`src/sv/xds_pkg.sv`:
```
// Shared constants, codes and divider tables for the oscillator divider search.
`timescale 1ns / 1ps

package xds_pkg;

  // Field widths
  localparam int FREQ_W   = 39;
  localparam int WORD_W   = 24;
  localparam int STATUS_W = 2;

  // Shared arithmetic widths
  localparam int MUL_AW = 59;              // remainder, frequency
  localparam int MUL_BW = 11;              // HS * N1, up to 1408
  localparam int MUL_PW = MUL_AW + MUL_BW;
  localparam int DIV_NW = 103;             // 51-bit product shifted up by 52
  localparam int DIV_DW = 59;              // crystal value or calibration RFREQ
  localparam int RF_W   = 38;

  // Register reset values
  localparam logic [FREQ_W-1:0] CAL_FREQ_RST  = 39'd69120000000;
  localparam logic [WORD_W-1:0] CAL_WORD_RST  = 24'd10502824;
  localparam logic [WORD_W-1:0] CAL_RFLOW_RST = 24'd1198214;

  // Limits: crystal in Hz with 32 fraction bits, DCO in Hz Q.8
  localparam logic [63:0] XTAL_MIN = 64'd113900000 << 32;
  localparam logic [63:0] XTAL_MAX = 64'd114700000 << 32;
  localparam logic [MUL_PW-1:0] DCO_MIN = MUL_PW'(64'd1241600000000);
  localparam logic [MUL_PW-1:0] DCO_MAX = MUL_PW'(64'd1451520000000);

  // Result status codes
  localparam logic [STATUS_W-1:0] ST_OK      = 2'd0;
  localparam logic [STATUS_W-1:0] ST_BAD_HS  = 2'd1;
  localparam logic [STATUS_W-1:0] ST_XTAL    = 2'd2;
  localparam logic [STATUS_W-1:0] ST_NOMATCH = 2'd3;

  // Register indexes
  localparam logic [1:0] REG_CAL_FREQ  = 2'd0;
  localparam logic [1:0] REG_CAL_WORD  = 2'd1;
  localparam logic [1:0] REG_CAL_RFLOW = 2'd2;

  localparam logic [2:0] HS_LAST = 3'd5;
  localparam logic [2:0] N1_LAST = 3'd7;

  // HS divider value for a code, zero for codes the part does not list
  function automatic logic [3:0] hs_code_div(input logic [2:0] code);
    logic [3:0] d;
    case (code)
      3'd0:    d = 4'd4;
      3'd1:    d = 4'd5;
      3'd2:    d = 4'd6;
      3'd3:    d = 4'd7;
      3'd5:    d = 4'd9;
      3'd7:    d = 4'd11;
      default: d = 4'd0;
    endcase
    return d;
  endfunction

  // Search order: table index to HS code
  function automatic logic [2:0] hs_idx_code(input logic [2:0] idx);
    logic [2:0] c;
    case (idx)
      3'd0:    c = 3'd0;
      3'd1:    c = 3'd1;
      3'd2:    c = 3'd2;
      3'd3:    c = 3'd3;
      3'd4:    c = 3'd5;
      default: c = 3'd7;
    endcase
    return c;
  endfunction

endpackage

```
`src/sv/xds_mul.sv`:
```
// Shared registered multiplier for the divider search.
`timescale 1ns / 1ps

module xds_mul (
  input  logic                      clk,
  input  logic [xds_pkg::MUL_AW-1:0] a,
  input  logic [xds_pkg::MUL_BW-1:0] b,
  output logic [xds_pkg::MUL_PW-1:0] p
);
  import xds_pkg::*;

  always_ff @(posedge clk) begin
    p <= MUL_PW'(a) * MUL_PW'(b);
  end

endmodule

```
`src/sv/xds_div.sv`:
```
// Restoring divider, one quotient bit per cycle.
`timescale 1ns / 1ps

module xds_div (
  input  logic                      clk,
  input  logic                      rst,
  input  logic                      start,
  input  logic [xds_pkg::DIV_NW-1:0] num,
  input  logic [xds_pkg::DIV_DW-1:0] den,
  output logic                      done,
  output logic [xds_pkg::DIV_NW-1:0] quot,
  output logic [xds_pkg::DIV_DW-1:0] rem
);
  import xds_pkg::*;

  localparam int CNT_W = $clog2(DIV_NW + 1);

  logic [CNT_W-1:0]  cnt;
  logic [DIV_DW-1:0] den_q;
  logic [DIV_DW:0]   sh;
  logic              ge;

  assign sh = {rem, quot[DIV_NW-1]};
  assign ge = sh >= {1'b0, den_q};

  always_ff @(posedge clk) begin
    if (rst) begin
      cnt  <= '0;
      done <= 1'b0;
    end else begin
      done <= !start && (cnt == CNT_W'(1));
      if (start) begin
        cnt <= CNT_W'(DIV_NW);
      end else if (cnt != '0) begin
        cnt <= cnt - 1'b1;
      end
    end
  end

  always_ff @(posedge clk) begin
    if (start) begin
      quot  <= num;
      rem   <= '0;
      den_q <= den;
    end else if (cnt != '0) begin
      quot <= {quot[DIV_NW-2:0], ge};
      rem  <= ge ? DIV_DW'(sh - {1'b0, den_q}) : sh[DIV_DW-1:0];
    end
  end

endmodule

```
`src/sv/xo_divider_search.sv`:
```
// Top level: configuration registers, search sequencer and shared arithmetic units.
//
//  channel   direction  handshake                 payload
//  request   in         in_valid / in_stall       target_freq
//  result    out        out_valid / out_stall     dividers_word, rfreq_low, status
//  config    in         APB psel/penable/pwrite   paddr, pwdata, prdata
//
// A request takes a crystal derivation and then a sweep of 48 candidates, with a
// further division for each candidate whose DCO lies in range; each division runs
// through the bit-serial divider (103 steps).
// rst is synchronous and restores the factory calibration values.
// The block takes the next request while a finished result waits under out_stall.
`timescale 1ns / 1ps

module xo_divider_search (
  input  logic                          clk,
  input  logic                          rst,
  // request
  input  logic                          in_valid,
  output logic                          in_stall,
  input  logic [xds_pkg::FREQ_W-1:0]    target_freq,
  // result
  output logic                          out_valid,
  input  logic                          out_stall,
  output logic [xds_pkg::WORD_W-1:0]    dividers_word,
  output logic [xds_pkg::WORD_W-1:0]    rfreq_low,
  output logic [xds_pkg::STATUS_W-1:0]  status,
  // configuration
  input  logic                          psel,
  input  logic                          penable,
  input  logic                          pwrite,
  input  logic [4:0]                    paddr,
  input  logic [63:0]                   pwdata,
  output logic [63:0]                   prdata,
  output logic                          pready
);
  import xds_pkg::*;

  typedef enum logic [3:0] {
    S_IDLE, S_DECODE, S_CAL_MUL, S_CAL_LOAD, S_CAL_WAIT, S_CAL_CHK,
    S_CAND_SET, S_CAND_MUL, S_CAND_RANGE, S_CAND_WAIT, S_CAND_CHK,
    S_ERR_A, S_ERR_B, S_ERR_CMP, S_NEXT, S_FINISH
  } state_t;

  state_t state;

  // Configuration registers
  logic [FREQ_W-1:0] cal_freq;
  logic [WORD_W-1:0] cal_word;
  logic [WORD_W-1:0] cal_rflow;

  // Working registers
  logic [FREQ_W-1:0]   tgt;
  logic [DIV_DW-1:0]   xtal;
  logic [2:0]          hs_idx;
  logic [2:0]          n1_sh;
  logic [MUL_BW-1:0]   cur_m;
  logic                found;
  logic [DIV_DW-1:0]   best_r;
  logic [MUL_BW-1:0]   best_m;
  logic [RF_W-1:0]     best_c;
  logic [2:0]          best_code;
  logic [6:0]          best_n1;
  logic [STATUS_W-1:0] res_status;
  logic [MUL_PW-1:0]   prod_a;

  // Shared unit operands
  logic [MUL_AW-1:0] mul_a;
  logic [MUL_BW-1:0] mul_b;
  logic [MUL_PW-1:0] mul_p;
  logic              div_start;
  logic [DIV_NW-1:0] div_num;
  logic [DIV_DW-1:0] div_den;
  logic              div_done;
  logic [DIV_NW-1:0] div_quot;
  logic [DIV_DW-1:0] div_rem;

  logic [3:0]  hsc;
  logic [37:0] cal_rf;
  logic [3:0]  cand_hs;
  logic        wr_en;
  logic        dco_ok;

  assign hsc     = hs_code_div(cal_word[23:21]);
  assign cal_rf  = {cal_word[13:0], cal_rflow};
  assign cand_hs = hs_code_div(hs_idx_code(hs_idx));
  assign wr_en   = psel && penable && pwrite && pready;
  assign dco_ok  = mul_p >= DCO_MIN && mul_p <= DCO_MAX;

  assign pready   = 1'b1;
  assign in_stall = state != S_IDLE;

  // Register file
  always_ff @(posedge clk) begin
    if (rst) begin
      cal_freq  <= CAL_FREQ_RST;
      cal_word  <= CAL_WORD_RST;
      cal_rflow <= CAL_RFLOW_RST;
    end else if (wr_en) begin
      case (paddr[4:3])
        REG_CAL_FREQ:  cal_freq  <= pwdata[FREQ_W-1:0];
        REG_CAL_WORD:  cal_word  <= pwdata[WORD_W-1:0];
        REG_CAL_RFLOW: cal_rflow <= pwdata[WORD_W-1:0];
        default:       ;
      endcase
    end
  end

  always_comb begin
    case (paddr[4:3])
      REG_CAL_FREQ:  prdata = 64'(cal_freq);
      REG_CAL_WORD:  prdata = 64'(cal_word);
      REG_CAL_RFLOW: prdata = 64'(cal_rflow);
      default:       prdata = '0;
    endcase
  end

  xds_mul u_mul (
    .clk (clk),
    .a   (mul_a),
    .b   (mul_b),
    .p   (mul_p)
  );

  xds_div u_div (
    .clk   (clk),
    .rst   (rst),
    .start (div_start),
    .num   (div_num),
    .den   (div_den),
    .done  (div_done),
    .quot  (div_quot),
    .rem   (div_rem)
  );

  // Sequencer: crystal derivation, then HS-major, N1-minor candidate sweep
  always_ff @(posedge clk) begin
    if (rst) begin
      state     <= S_IDLE;
      out_valid <= 1'b0;
      div_start <= 1'b0;
      found     <= 1'b0;
    end else begin
      // kick the divider for the crystal and for each in-band candidate
      div_start <= (state == S_CAL_LOAD) || (state == S_CAND_RANGE && dco_ok);
      // raise on a new result, drop once the waiting one is taken
      if (state == S_FINISH && (!out_valid || !out_stall)) begin
        out_valid <= 1'b1;
      end else if (out_valid && !out_stall) begin
        out_valid <= 1'b0;
      end
      case (state)
        S_IDLE: begin
          if (in_valid) begin
            tgt   <= target_freq;
            state <= S_DECODE;
          end
        end
        S_DECODE: begin
          found <= 1'b0;
          mul_a <= MUL_AW'(cal_freq);
          mul_b <= MUL_BW'(hsc) * (MUL_BW'(cal_word[20:14]) + MUL_BW'(1));
          if (hsc == 4'd0) begin
            res_status <= ST_BAD_HS;
            state      <= S_FINISH;
          end else if (cal_rf == '0) begin
            res_status <= ST_XTAL;
            state      <= S_FINISH;
          end else begin
            state <= S_CAL_MUL;
          end
        end
        S_CAL_MUL: state <= S_CAL_LOAD;
        S_CAL_LOAD: begin
          // numerator = cal_freq * Mcal * 2^52
          div_num <= {mul_p[50:0], 52'd0};
          div_den <= DIV_DW'(cal_rf);
          state   <= S_CAL_WAIT;
        end
        S_CAL_WAIT: if (div_done) state <= S_CAL_CHK;
        S_CAL_CHK: begin
          if (div_quot[DIV_NW-1:64] != '0 || div_quot[63:0] < XTAL_MIN ||
              div_quot[63:0] > XTAL_MAX) begin
            res_status <= ST_XTAL;
            state      <= S_FINISH;
          end else begin
            xtal   <= div_quot[DIV_DW-1:0];
            hs_idx <= '0;
            n1_sh  <= '0;
            state  <= S_CAND_SET;
          end
        end
        S_CAND_SET: begin
          cur_m <= MUL_BW'({7'd0, cand_hs} << n1_sh);
          mul_a <= MUL_AW'(tgt);
          mul_b <= MUL_BW'({7'd0, cand_hs} << n1_sh);
          state <= S_CAND_MUL;
        end
        S_CAND_MUL: state <= S_CAND_RANGE;
        S_CAND_RANGE: begin
          // skip candidates whose DCO lies outside the band
          if (!dco_ok) begin
            state <= S_NEXT;
          end else begin
            div_num <= {mul_p[50:0], 52'd0};
            div_den <= xtal;
            state   <= S_CAND_WAIT;
          end
        end
        S_CAND_WAIT: if (div_done) state <= S_CAND_CHK;
        S_CAND_CHK: begin
          if (div_quot[DIV_NW-1:RF_W] != '0) begin
            state <= S_NEXT;
          end else if (found) begin
            mul_a <= div_rem;
            mul_b <= best_m;
            state <= S_ERR_A;
          end else begin
            state <= S_ERR_CMP;
          end
        end
        S_ERR_A: begin
          mul_a <= best_r;
          mul_b <= cur_m;
          state <= S_ERR_B;
        end
        S_ERR_B: begin
          prod_a <= mul_p;
          state  <= S_ERR_CMP;
        end
        S_ERR_CMP: begin
          // take when first found, or when r*best_m <= best_r*m (ties go later)
          if (!found || prod_a <= mul_p) begin
            found     <= 1'b1;
            best_r    <= div_rem;
            best_m    <= cur_m;
            best_c    <= div_quot[RF_W-1:0];
            best_code <= hs_idx_code(hs_idx);
            best_n1   <= 7'((8'd1 << n1_sh) - 8'd1);
          end
          state <= S_NEXT;
        end
        S_NEXT: begin
          if (n1_sh == N1_LAST) begin
            n1_sh <= '0;
            if (hs_idx == HS_LAST) begin
              res_status <= ST_NOMATCH;
              state      <= S_FINISH;
            end else begin
              hs_idx <= hs_idx + 3'd1;
              state  <= S_CAND_SET;
            end
          end else begin
            n1_sh <= n1_sh + 3'd1;
            state <= S_CAND_SET;
          end
        end
        S_FINISH: begin
          // hold until the output register is free
          if (!out_valid || !out_stall) begin
            if (found) begin
              status        <= ST_OK;
              dividers_word <= {best_code, best_n1, best_c[37:24]};
              rfreq_low     <= best_c[23:0];
            end else begin
              status        <= res_status;
              dividers_word <= '0;
              rfreq_low     <= '0;
            end
            state <= S_IDLE;
          end
        end
        default: state <= S_IDLE;
      endcase
    end
  end

endmodule

```
`config.mk`:
```
export PLATFORM = sky130hd
export DESIGN_NAME = xo_divider_search
export DESIGN_NICKNAME = d
export VERILOG_FILES = /design/src/sv/xds_pkg.sv /design/src/sv/xds_mul.sv /design/src/sv/xds_div.sv /design/src/sv/xo_divider_search.sv
export SDC_FILE = /design/constraint.sdc
export NUM_CORES = 2
export LEC_CHECK = 0
export BUFFER_PORTS_ARGS = -buffer_cell sky130_fd_sc_hd__buf_4
export CAP_MARGIN = 10
export CORE_MARGIN = 8
export CORE_UTILIZATION = 40
export DETAILED_ROUTE_END_ITERATION = 6
export MAX_ROUTING_LAYER = met4
export PLACE_DENSITY = 0.63
export SLEW_MARGIN = 10
export SYNTH_ARGS = -nofsm -noshare
export SYNTH_HDL_FRONTEND = slang
export SYNTH_SLANG_ARGS = --single-unit
```
`constraint.sdc`:
```
create_clock -name clk -period 7.2 [get_ports clk]
set_input_delay 0.36 -clock clk [delete_from_list [all_inputs] [get_ports clk]]
set_output_delay 0.36 -clock clk [all_outputs]
set_load 0.02 [all_outputs]
```
Yosys cells after proc, flatten, opt, wreduce, memory -nomap -nowiden. Cells that the tools add are included.

$mul: 2. Bitwise logic cells: 2. Reductions and logical operators: 51. Magnitude comparators: 6. Shift-type cells: 2. $add $sub $neg: 6. Multiplexer cells: 48. Equal/unequal tests: 48. Divide/modulo/power cells: 0.

Operators with widths (count): $mux W103 (3); $mux W59 (4); $pmux W59 S4 (1); $pmux W103 S2 (1); $pmux W59 S2 (1); $pmux W39 S3 (1); $ge A70 B41 Y1 const B (1); $le A70 B41 Y1 const B (1); $le A70 B70 Y1 (1); $mul A59 B11 Y70 (1); $reduce_bool A65 Y1 (1); $gt A64 B59 Y1 const B (1); $lt A64 B59 Y1 const B (1); $pmux W4 S16 (1); $ge A60 B59 Y1 (1); $sub A59 B59 Y59 (1); $pmux W4 S6 (2); $pmux W11 S4 (1); $reduce_bool A39 Y1 (1); $logic_not A38 Y1 (1); $mux W4 (9); $eq A4 B4 Y1 const B (8); $mux W11 (2); $eq A3 B3 Y1 const B (7); other kinds (42) (113).

Bits in registers: 980. ROM bits: 0. Input bits: 115. Bits in latches: 0. RAM bits: 0. Memories: 0. Output and inout bits: 117. Word-level logic and storage cells: 198.

Logic depth before layout (Yosys ltp).
Depth after elaboration: 6. Depth in mapped cells: 26. Gate-level depth less buffers: 22.

Modules after synthesis. From an unflattened synthesis, not the netlist that was laid out.

Cell total of the unflattened synthesis: 5837. Area, all modules: 61089.8 um^2.

Modules (own cells, without submodules): xo_divider_search (cells an instance 2151, area each 26833.2 um^2, times used 1, sequential area each 17947.2 um^2); xds_mul (cells an instance 2441, area each 21225.4 um^2, times used 1, sequential area each 1401.3 um^2); xds_div (cells an instance 1245, area each 13031.2 um^2, times used 1, sequential area each 6206.0 um^2).

Worst setup path after synthesis. Ideal clock, no wire load.

Path kind: register to register. From: register u_div.quot[102] (netlist bit). To: register mul_a[0], enable pin. Setup time: 584 ps. Required time: 6616 ps. Clock period less this slack: 6960 ps. Stages on the path, launching flop included: 7. Arrival: 6376 ps. Buffers on the path: 0. Path slack: 240 ps. Path through: edfxtp_1 nor4_1 nand4_1 or3_1 nor3_1 a21boi_0 nor3_1.

Longest elaborated chain between the ends: 3.

RTL lines: start: declaration (RTL line xds_div.sv:11) `output logic [xds_pkg::DIV_NW-1:0] quot,`; start signal: assignment (RTL line xds_div.sv:42) `quot <= num;`; start signal: assignment (RTL line xds_div.sv:46) `quot <= {quot[DIV_NW-2:0], ge};`; $reduce_bool A65 Y1 (RTL line xo_divider_search.sv:212) `if (div_quot[DIV_NW-1:RF_W] != '0) begin`; $ne A2 B2 Y1 (no source line); $reduce_and A4 Y1 (no source line); end signal: assignment (RTL line xo_divider_search.sv:195) `mul_a <= MUL_AW'(tgt);`; end signal: assignment (RTL line xo_divider_search.sv:215) `mul_a <= div_rem;`; end signal: assignment (RTL line xo_divider_search.sv:223) `mul_a <= best_r;`; end: declaration (RTL line xo_divider_search.sv:68) `logic [MUL_AW-1:0] mul_a;`.

Every way passes these cells. A chain may end at the register's enable or synchronous reset.

Final worst setup path.
From: register mul_b[3]. To: register u_mul.p[68] (netlist bit).

Longest elaborated chain between the ends: 1.

RTL lines: start: declaration (RTL line xo_divider_search.sv:69) `logic [MUL_BW-1:0] mul_b;`; start signal: assignment (RTL line xo_divider_search.sv:162) `mul_b <= MUL_BW'(hsc) * (MUL_BW'(cal_word[20:14]) + MUL_BW'(1));`; start signal: assignment (RTL line xo_divider_search.sv:196) `mul_b <= MUL_BW'({7'd0, cand_hs} << n1_sh);`; start signal: assignment (RTL line xo_divider_search.sv:216) `mul_b <= best_m;`; $mul A59 B11 Y70 (RTL line xds_mul.sv:13) `p <= MUL_PW'(a) * MUL_PW'(b);`; end signal: assignment (RTL line xds_mul.sv:13); end: declaration (RTL line xds_mul.sv:8) `output logic [xds_pkg::MUL_PW-1:0] p`.

Every way passes these cells.

==> out/summary.log <==
qor: global_routing.first_global_vias 44091
qor: cts.clock_latency 0.71 ns
qor: detailed_routing.drc 4
qor: logic_synthesis.synth_cell_types 83
qor: global_routing.track_usage 21.2%
qor: logic_synthesis.fraction_of_registers_with_async_set_or_reset_after_synthesis 0%
qor: logic_synthesis.post_synth_top_area_share 34.7%
qor: detailed_routing.met3WireLength 9.10 mm
qor: placement.detailed_place_hpwl 128 mm
qor: placement.gp_congestion 0.947
qor: finish.layout.area.seq 25600 sq um
qor: cts.clock_tree.buffer_depth 3
qor: critical_path.crit_family adder cells
qor: sta.unrepaired_setup_endpoints_after_global_routing false
qor: sta.max_freq 147 MHz
qor: sta.final.setup_skew 0.0471 ns
qor: global_routing.grt_pass1_wl 265 mm
qor: critical_path.worstSetupEndpointType register
qor: floorplanning.placeableCoreArea 150000 sq um
qor: detailed_routing.wire_per_inst 21.5 microns
qor: critical_path.cpMostUsedCell sky130_fd_sc_hd__fa_1
qor: detailed_routing.routed_wl 171 mm
qor: cts.clk_pin_slew 0.07 ns
qor: cts.ctsRootBufferMaster sky130_fd_sc_hd__clkbuf_16
qor: sta.setup_total_negative_slack 0 ns
qor: logic_synthesis.ys_top_cells_by_area sky130_fd_sc_hd__edfxtp_1, sky130_fd_sc_hd__fa_1, sky130_fd_sc_hd__dfxtp_1
qor: logic_synthesis.synthesis.yosys.warnings 0
qor: finish.num-fill-cells 13849
qor: critical_path.start_kind register
qor: critical_path.critical_path.startpoint mul_b[3]$_DFFE_PP_
qor: sta.slew-limit-headroom 21.2%
qor: logic_synthesis.synth_most_common_cell sky130_fd_sc_hd__nand2_1
qor: floorplanning.chipWidth 404 microns
qor: logic_synthesis.post_synth.cell_area_avg 10.6 sq um
qor: cts.cts_h_tree_depth 3
qor: sta.final.period_utilization 94.6%
qor: cts.number_of_clock_buffers_inserted_by_tritoncts 99
qor: floorplanning.die_area 163000 sq um
qor: critical_path.path_cells buf_12, buf_4, nand2_1, fa_1, fa_1, inv_1, fa_1, fa_1, inv_1, fa_1, inv_1, ha_1, nand4_1, nor4_1, buf_4, nand2_1, nor4_1, a32o_1, o21ai_0, nand2_1, a21o_1, a31oi_1, xnor2_1
qor: detailed_routing.route.met2.wl 83.3 mm
qor: finish.layout-drive-gt1-share 9.75%
qor: detailed_routing.drt-vias-per-instance 5.37
qor: sta.timing.final.setup_violations 0
qor: critical_path.crit_path_end u_mul.p[68]$_DFF_P_
qor: sta.worstMarginPinSlew 1.18 ns
qor: sta.final-max-slew-violation-count 0
qor: global_routing.globalRouteOverflowTotal 0
qor: detailed_routing.routed_antenna_nets 0
qor: hold_path.hp-class input pin to register
qor: finish.final_nets 6747
qor: critical_path.criticalPathCategory register to register
qor: floorplanning.die_h 404 microns
qor: cts.numClockSinks 928
qor: cts.tritoncts built
qor: logic_synthesis.syn_area 60300 sq um
qor: detailed_routing.dr.first_iter.drc_count 3246
qor: status.outcome finished with violations
qor: critical_path.r2r_end u_mul.p[68]$_DFF_P_
qor: detailed_routing.detail_route.wirelength.met1 72.8 mm
qor: critical_path.r2r_cells 23
qor: critical_path.cp_max_fo 39
qor: detailed_routing.dr.max_layer_used met4
qor: global_routing.grt_max_degree 135
qor: finish.area_delta_synth_final 13.0%
qor: logic_synthesis.post_synth_inst_count 5685
qor: logic_synthesis.synth_enable_flop_cells 697
qor: flow_run.maxCapViolCount 0
qor: critical_path.critical_path.n_buffers_inverters 6
qor: floorplanning.floorplan.initialDensity 40.2%
qor: critical_path.critical-path-slowest-cell sky130_fd_sc_hd__fa_1
qor: critical_path.worst-r2r-setup-slack 0.39 ns
qor: logic_synthesis.ys_seq_elements 928
qor: logic_synthesis.flip_flop_cell_with_the_highest_count_after_synthesis sky130_fd_sc_hd__edfxtp_1
qor: detailed_routing.detailedRoute.firstPassIterationCount 7
qor: logic_synthesis.netlist_top_cells_count sky130_fd_sc_hd__nand2_1, sky130_fd_sc_hd__edfxtp_1, sky130_fd_sc_hd__inv_1
qor: logic_synthesis.yosys.area.top_type sky130_fd_sc_hd__edfxtp_1
qor: sta.hold_violations 0
qor: global_routing.initial_antenna_violation_count 4
qor: detailed_routing.num_vias 42672
qor: status.violations DRC
qor: critical_path.crit_arrival 7.38 ns
qor: floorplanning.rows 142
qor: logic_synthesis.yosysSeqAreaShare 42.4%
qor: cts.post_cts_resized 0
qor: critical_path.worst-endpoint-required 7.77 ns
qor: finish.multi_input_area 31100 sq um
qor: sta.hold-worst-slack 0.0524 ns
qor: placement.numPortBuffers 177
qor: critical_path.crit-reg2reg-launch mul_b[3]$_DFFE_PP_
qor: floorplanning.number_of_placed_i_o_pins 232
qor: critical_path.cpPeakStageDelay 0.55 ns
qor: sta.fin_crit 6.81 ns
qor: critical_path.cp.depth 23
## cells by family (layout without fill, tap and decap cells)
group                      after synthesis  in the layout  synth area share (%)
and+or+nand+nor                       1904           1904                  15.0
buffers and inverters                  984           1205                  6.32
DFF                                    928            928                  42.4
AOI/OAI and AO/OA                      827            827                  9.22
adders and majority gates              789            789                  22.9
xor gates and xnor gates               131            131                  1.90
muxes                                  120            120                  2.18
other                                    2             31                0.0125
## stage by stage
step                util (%)  area [sq um]  worst slack, ns  instances
floorplan                  -         60300            0.240       5709
global placement        42.7         63900            0.245       7678
detailed placement      42.7         63900            0.209       7678
CTS                     45.4         68000            0.164       7945
global route            45.4         68100           0.0615       7948
finish                  45.4         68100            0.392       7951
## flip-flops by register name, summed over array words and instances (netlist names), 24 cells and up
name / count
prod_a: 70
xtal: 59
best_c: 38
cal_rflow: 24
tgt: 39
u_div.den_q: 59
mul_a: 59
u_div.rem: 59
cal_word: 24
u_mul.p: 70
u_div.quot: 103
best_r: 59
div_den: 59
rfreq_low: 24
cal_freq: 39
div_num: 51
dividers_word: 24
## layout by cell type (no fill, tap or decap), drive strengths merged, types with 27 or more instances in the layout
cell type / instances
nor2: 190
nand3: 54
nor2b: 86
nand3b: 31
nand4: 65
xnor2: 90
nor4: 59
clkbuf: 131
xor2: 41
and3: 41
dlygate4sd3: 79
edfxtp: 697
a311oi: 32
fa: 525
buf: 286
mux2i: 31
dfxtp: 231
inv: 657
a21o: 113
and2: 301
o21a: 30
o21ai: 128
o21bai: 28
nand2: 931
nand2b: 27
clkinv: 41
a222oi: 46
a211oi: 29
a21oi: 252
ha: 264
nor3: 55
mux2: 89
## metal layers
metal / GRT usage (%) / vias to the layer above
met4: 6.88 / 0
met5: - / -
met3: 2.57 / 287
li1: - / 19467
met1: 27.2 / 21544
met2: 35.3 / 1374
## layout make-up
type / instances / area share (%)
antenna: 5 / 0.0184
clock buffer: 131 / 4.03
clock inverter: 57 / 0.838
inverter: 652 / 3.60
multi-input combinational: 3797 / 45.7
sequential: 928 / 37.6
tap: 2016 / 3.71
timing repair buffer: 365 / 4.54
## how the worst min path moves through the flow
stage,start,end,slack (ns),cells past startpoint
6_report,out_stall,state[1]$_SDFFE_PP0P_,0.05,3
3_3_place_gp,div_den[13]$_DFFE_PP_,u_div.den_q[13]$_DFFE_PP_,0.40,0
2_1_floorplan,div_den[0]$_DFFE_PP_,u_div.den_q[0]$_DFFE_PP_,0.40,0
4_1_cts,out_stall,state[1]$_SDFFE_PP0P_,0.01,3
3_5_place_dp,div_den[10]$_DFFE_PP_,u_div.den_q[10]$_DFFE_PP_,0.40,0
5_1_grt,out_stall,state[1]$_SDFFE_PP0P_,0.04,3
## what timing repair did
item,4_1_cts,5_1_grt
hold buffers,79,0
endpoints found under the hold margin,127,0
setup endpoints to repair,0,5
setup buffers,0,1
## worst min-delay path, cell delays in order
cell,delay (ns)
sky130_fd_sc_hd__buf_4,0.11
sky130_fd_sc_hd__nand2_1,0.14
sky130_fd_sc_hd__o32ai_1,0.09
Power is left out: the tool's default activity adds up to more than one toggle a clock period on the data nets, which glitch-free logic cannot reach.
